[config.mk]
export PLATFORM = sky130hd
export DESIGN_NAME = lom_front
export DESIGN_NICKNAME = d
export VERILOG_FILES = /design/src/hdl/lom_pkg.sv /design/src/hdl/lom_front.sv
export SDC_FILE = /design/constraint.sdc
export NUM_CORES = 1
export LEC_CHECK = 0
export ABC_AREA = 1
export BUFFER_PORTS_ARGS = -buffer_cell sky130_fd_sc_hd__buf_2
export CORE_UTILIZATION = 58
export DETAILED_ROUTE_END_ITERATION = 6
export PLACE_DENSITY = 0.88
export SYNTH_ARGS = -nofsm -noshare
export SYNTH_HDL_FRONTEND = slang
export SYNTH_SLANG_ARGS = --single-unit
[constraint.sdc]
create_clock -name clk -period 13.6 [get_ports clk]
set_clock_uncertainty 0.2 [all_clocks]
set_input_delay 1.36 -clock clk [delete_from_list [all_inputs] [get_ports clk]]
set_output_delay 1.36 -clock clk [all_outputs]
set_load 0.01 [all_outputs]
[src/hdl/lom_pkg.sv]
// Shared types and constants for the limit order matcher.
// Used by the interfaces, the front end, the engine and the top level.
`default_nettype none

package lom_pkg;

  localparam int BOOK_DEPTH = 32;
  localparam int IDX_W = $clog2(BOOK_DEPTH);
  localparam int CNT_W = $clog2(BOOK_DEPTH + 1);

  localparam logic [1:0] ACT_BUY    = 2'd0;
  localparam logic [1:0] ACT_SELL   = 2'd1;
  localparam logic [1:0] ACT_QUERY  = 2'd2;
  localparam logic [1:0] ACT_UNUSED = 2'd3;

  localparam logic [1:0] KIND_FILL   = 2'd0;
  localparam logic [1:0] KIND_REST   = 2'd1;
  localparam logic [1:0] KIND_QUERY  = 2'd2;
  localparam logic [1:0] KIND_REJECT = 2'd3;

  typedef struct packed {
    logic [1:0]  action;
    logic [7:0]  symbol;
    logic [19:0] quantity;
    logic [23:0] price;
    logic [7:0]  broker;
    logic [19:0] query_tag;
  } req_t;

  typedef struct packed {
    logic [1:0]  kind;
    logic [7:0]  buyer;
    logic [7:0]  seller;
    logic [7:0]  out_symbol;
    logic [19:0] out_quantity;
    logic [23:0] ask_price;
    logic [23:0] bid_price;
    logic [19:0] tag_echo;
    logic        last;
  } res_t;

  typedef struct packed {
    logic [7:0]  symbol;
    logic [7:0]  broker;
    logic [19:0] qty;
    logic [23:0] price;
  } entry_t;

endpackage

`default_nettype wire

[src/hdl/lom_front.sv]
// Front end: takes requests, drops no-op ones, queues the rest (4 deep).
// Depends on lom_pkg.
`default_nettype none

module lom_front (
  input  wire logic clk,
  input  wire logic rst,
  input  wire logic in_valid,
  output logic      in_ready,
  input  wire lom_pkg::req_t in_req,
  output logic      q_valid,
  input  wire logic q_ready,
  output lom_pkg::req_t q_req
);
  import lom_pkg::*;

  req_t       fifo [4];
  logic [1:0] wr_ptr;
  logic [1:0] rd_ptr;
  logic [2:0] fill;
  logic       keep;
  logic       push;
  logic       pop;

  // unused action and zero-quantity orders produce nothing
  assign keep = (in_req.action == ACT_QUERY) ||
                ((in_req.action != ACT_UNUSED) && (in_req.quantity != '0));
  assign in_ready = (fill != 3'd4);
  assign push = in_valid && in_ready && keep;
  assign q_valid = (fill != 3'd0);
  assign q_req = fifo[rd_ptr];
  assign pop = q_valid && q_ready;

  always_ff @(posedge clk) begin
    if (push) fifo[wr_ptr] <= in_req;
    if (rst) begin
      wr_ptr <= '0;
      rd_ptr <= '0;
      fill <= '0;
    end else begin
      if (push) wr_ptr <= wr_ptr + 2'd1;
      if (pop) rd_ptr <= rd_ptr + 2'd1;
      fill <= fill + {2'd0, push} - {2'd0, pop};
    end
  end
endmodule

`default_nettype wire

== Yosys cells after proc, flatten, opt, wreduce, memory -nomap -nowiden ==
Memories as Yosys holds them, arrays and structs flattened. A register that Yosys moved wholly into a read port is not among the register bits.
Cells that the tools add are included.

* Output and inout port bits: 84
* Memories: 1
* Logic and storage cells: 22
* Input bits: 86
* RAM bits: 328
* Register bits: 7

{| class="wikitable"
|+ Memories
! name !! depth !! width !! rd ports !! clocked after Yosys merged registers in !! wr ports !! RTL line !! source
|-
| fifo || 4 || 82 || 1 || 1 || 1 || lom_front.sv:17 || <nowiki>req_t fifo [4];</nowiki>
|}

* Mux-type cells: 4
* Equality and inequality tests: 3
* Reduce and logical (&&, ||, !) cells: 7
* $add $sub $neg: 4

{| class="wikitable"
|+ Operator list
! cell !! count
|-
| $reduce_bool A20 Y1 || 1
|-
| $add A2 B1 Y2 const B || 2
|-
| $logic_and A1 B1 Y1 || 4
|-
| $mux W2 || 2
|-
| $add A3 B1 Y3 || 1
|-
| $ne A3 B3 Y1 const B || 1
|-
| $reduce_bool A3 Y1 || 1
|-
| $sub A3 B1 Y3 || 1
|-
| $eq A2 B2 Y1 const B || 1
|-
| $mux W1 || 2
|-
| $ne A2 B2 Y1 const B || 1
|-
| $logic_or A1 B1 Y1 || 1
|}

== Longest topological paths before layout ==
* Word-level depth: 6
* Gate-level depth with buffers: 12
* Depth with buffers taken out: 12

== Worst setup path after synthesis ==
OpenSTA, ideal clock, no wires.

* Kind: input port to flip-flop
* From: input in_req[81] (netlist name)
* To: memory fifo[0][0] (netlist name) (enable)
* Slack: 7.710 ns
* Buffers on the path: 0
* Library setup time: 0.523 ns
* Arrival: 5.167 ns
* Stages on the path: 4
* Required time: 12.877 ns
* Cells stage by stage: nand2_1 -> and3_1 -> nand2_2 -> nor2_1

* Longest elaborated chain between the ends: 6
* Elaborated cells on any way between the ends: 7
* Those cells by class: 2 x eq/ne; 2 x mux; 3 x reduce/logical

{| class="wikitable"
|+ RTL lines
! what !! RTL line !! source
|-
| start, declared || lom_front.sv:10 || <nowiki>input wire lom_pkg::req_t in_req,</nowiki>
|-
| $ne A2 B2 Y1 || lom_front.sv:27 || <nowiki>((in_req.action != ACT_UNUSED) && (in_req.quantity != '0));</nowiki>
|-
| $logic_and A1 B1 Y1 || lom_front.sv:27 ||
|-
| $logic_or A1 B1 Y1 * || lom_front.sv:26 || <nowiki>assign keep = (in_req.action == ACT_QUERY) ||</nowiki>
|-
| $logic_and A1 B1 Y1 * || lom_front.sv:29 || <nowiki>assign push = in_valid && in_ready && keep;</nowiki>
|-
| $mux W1 * || lom_front.sv:35 || <nowiki>if (push) fifo[wr_ptr] <= in_req;</nowiki>
|-
| $mux W1 (implied by the code) * || lom_front.sv:35 ||
|-
| end, declared || lom_front.sv:17 ||
|}

Mark *: on every way between the ends. The rest lies on a longest branch, timed or not.

==> summary.txt <==
Timing
  • Worst-margin pin slew: approximately 990 ps
  • Final Hold Fails: 0
  • Worst hold margin: about 270 ps
  • Fmax: 208 MHz
  • Slew headroom: 34.3%
  • Slew Limit Fails: 0
  • Tmin final: 4800 ps
  • Setup TNS Final: 0 ps
  • Final Cycle Share: 35.3%
  • RSZ-0062 raised after global routing: no
  • Setup-failing EPs final: 0
  • Worst setup margin: between 8000 and 9000 ps

Power and ir drop
  • LEAKAGE: a little over 5 nW
  • PD cells: 181 nW/µm²
  • Total power: 2.64 mW
  • Max rail drop VDD: 0.132 mV

Layout
  • Commonest non-fill, non-tap cell in the layout: edfxtp_1
  • Share of cells above drive strength 1: 21.5%
  • Final net count: roughly 1100
  • Finished Cell Area: 14600 µm²
  • Commonest cells after routing, fill and taps aside: edfxtp_1 (328), nor2_1 (180), buf_2 (169)
  • Area grow syn2layout: 14.7%

Die
  • Die width: between 150 and 200 µm
  • Full die area: 22500 µm²
  • Io pins: 170
  • Initial Util: approximately 60%
  • Core Box Area: 21200 µm²
  • Num rows: 53
  • Vert. Die Dim: 150 µm

Setup path
  • Worst Path Buf+Inv: 3
  • Critical Path Fanout Max: 92
  • CP delay by family, top: buffers and inverters
  • Max incr delay on CP: 850 ps
  • Slowest cell on the critical path: buf_4
  • Setup crit end kind: output port
  • CP Data Arrival Time: 3240 ps
  • Setup CP Type: flip-flop to output port
  • Crit-path cells: inv_4 -> buf_4 -> nor2_1 -> o22ai_1 -> buf_2
  • CP required: 12040 ps
  • Setup crit start kind: flip-flop

Clocking
  • Hold_buf cts: 0
  • Clk_lat worst skew: 540 ps
  • TritonCTS clock tree: built
  • Clk sink count: around 340
  • TritonCTS Buffers: 30
  • Number of setup buffers added after CTS: 0
  • Clock slew at reported path FFs: ~60 ps
  • Root Driver: clkbuf_16
  • Post-CTS sizing: 0
  • Bufs on Longest Clock Path: 3
  • H-tree levels: 1

GRT
  • Initial antenna violation count: 2
  • Largest net degree at the start of global routing: 95
  • First-pass GRT wire length: 39.2 mm
  • Vias in the first global route: between 7000 and 8000
  • Congestion Overflow GR: 0
  • GRT Overall Usage: 23.0%

Routing
  • Via count: roughly 7800
  • Remaining DRCs: 0
  • DRT iter0 DRCs: approximately 540
  • Vias per cell: 5.84
  • Wire per inst: 19.4 µm
  • WL final: 25.9 mm
  • Post-DRT Antenna Nets: 0
  • First drt pass iteration count: 5

Placement
  • Place WS: 9360 ps
  • Placer Congestion: approximately 0.74
  • IO Port Bufs: between 150 and 200
  • Placed cell area: 13700 µm²
  • HPWL after DPL: 14.6 mm

Synth
  • Part of the Yosys area used for sequential elements: 78.9%
  • Area contributors post-synth: edfxtp_1 (78%), nor2_1 (5.4%), o22ai_1 (4.0%), o21ai_0 (3.4%), o21ai_1 (3.2%)
  • Mapped Avg Cell Area: 14.6 µm²
  • Syn nets: 965
  • Synth top area share: 77.5%
  • Synth Instances: between 800 and 900
  • Cell Area, Synth: around 13000 µm²
  • Number of synthesized register bits: ~340
  • Cell variety after synth: 25
  • Yosys warnings: 0
  • Post-synth top area cell: edfxtp_1

Flow run
  • Maxcap violations: 0

Outcome
  • Outcome: complete, no violations

Worst hold path
  • Tightest Hold Check Type: flip-flop to flip-flop
-- where the power goes --
part	internal, mW	total [mW]	switching (mW)
clock network	0.434	0.775	0.340
registers	1.24	1.28	0.0429
logic	0.193	0.585	0.392
total	1.86	2.64	0.775
-- synth_stat cells --
master / number
xor2_1: 1
inv_2: 1
fa_1: 1
dfxtp_1: 9
and3_1: 1
nor2_2: 1
a21oi_1: 6
ha_1: 6
or2_1: 1
edfxtp_1: 328
nand2_1: 11
buf_6: 14
nand2_2: 1
nand3_1: 3
o22ai_1: 82
o21ai_0: 87
inv_4: 1
clkbuf_1: 18
nor2_1: 184
clkinv_1: 1
buf_2: 14
buf_4: 7
a21boi_2: 1
inv_1: 13
o21ai_1: 80
-- logic make-up after synthesis --
kind of cell | share of synthesized area, %
flip-flops | 78.9
AO/OA/AOI/OAI | 10.9
AND/OR/NAND/NOR | 6.08
buffers and inverters | 3.23
adder cells (fa/ha/maj) | 0.748
XOR/XNOR | 0.0689
-- final cells by class --
class	instances	area [µm²]
diodes	2	5.00
clock buffers	42	817
clock inverters	13	77.6
fillers	1375	6650
inverters	16	62.6
multi-input cells	466	2300
flip-flops and latches	337	10000
well taps	275	344
repair buffers	181	936
-- metal layers --
layer / vias up / GRT usage [%] / routed length (µm) / share of wire [%]
li1: 3593 / - / - / -
met1: 3798 / 29.6 / 10100 / 39
met2: 332 / 39.8 / 13000 / 50
met3: 51 / 3.66 / 2090 / 8.1
met4: 0 / 8.23 / 670 / 2.6
met5: - / 0 / 0 / 0
-- registers in the layout, indices dropped and copies added, names as in the netlist, named ones only --
name    cells
fifo      328
fill        3
rd_ptr      2
wr_ptr      2
-- worst reg2reg max path: stages (launching register included) --
cell and delay [ps]:
dfxtp_1 430, nor2_2 90, nand2_1 70, and3_1 290
nand2_2 210, ha_1 340, inv_1 60, ha_1 140
inv_1 60, fa_1 420, o21ai_0 180, a21oi_1 60
-- path summary, 6_finish.rpt --
check / endpoint / depth (start not counted) / from / slack [ps]
worst max-delay path: q_req[20] / 5 / flip-flop / 8800
worst min-delay path: flip-flop / 2 / rd_ptr[1]$_SDFFE_PP0P_ / 270
worst max register to register: fill[2]$_SDFF_PP0_ / 11 / fill[1]$_SDFF_PP0_ / 10920
worst min register to register: flip-flop / 2 / rd_ptr[1]$_SDFFE_PP0P_ / 270
-- per-stage QoR --
step / std cells / util (%)
2_1_floorplan: 872 / -
3_3_place_gp: 1275 / 64.4
3_5_place_dp: 1275 / 64.4
4_1_cts: 1330 / 68.6
5_1_grt: 1332 / 68.7
6_report: 1332 / 68.7
Power figures use the tool's default switching activity.
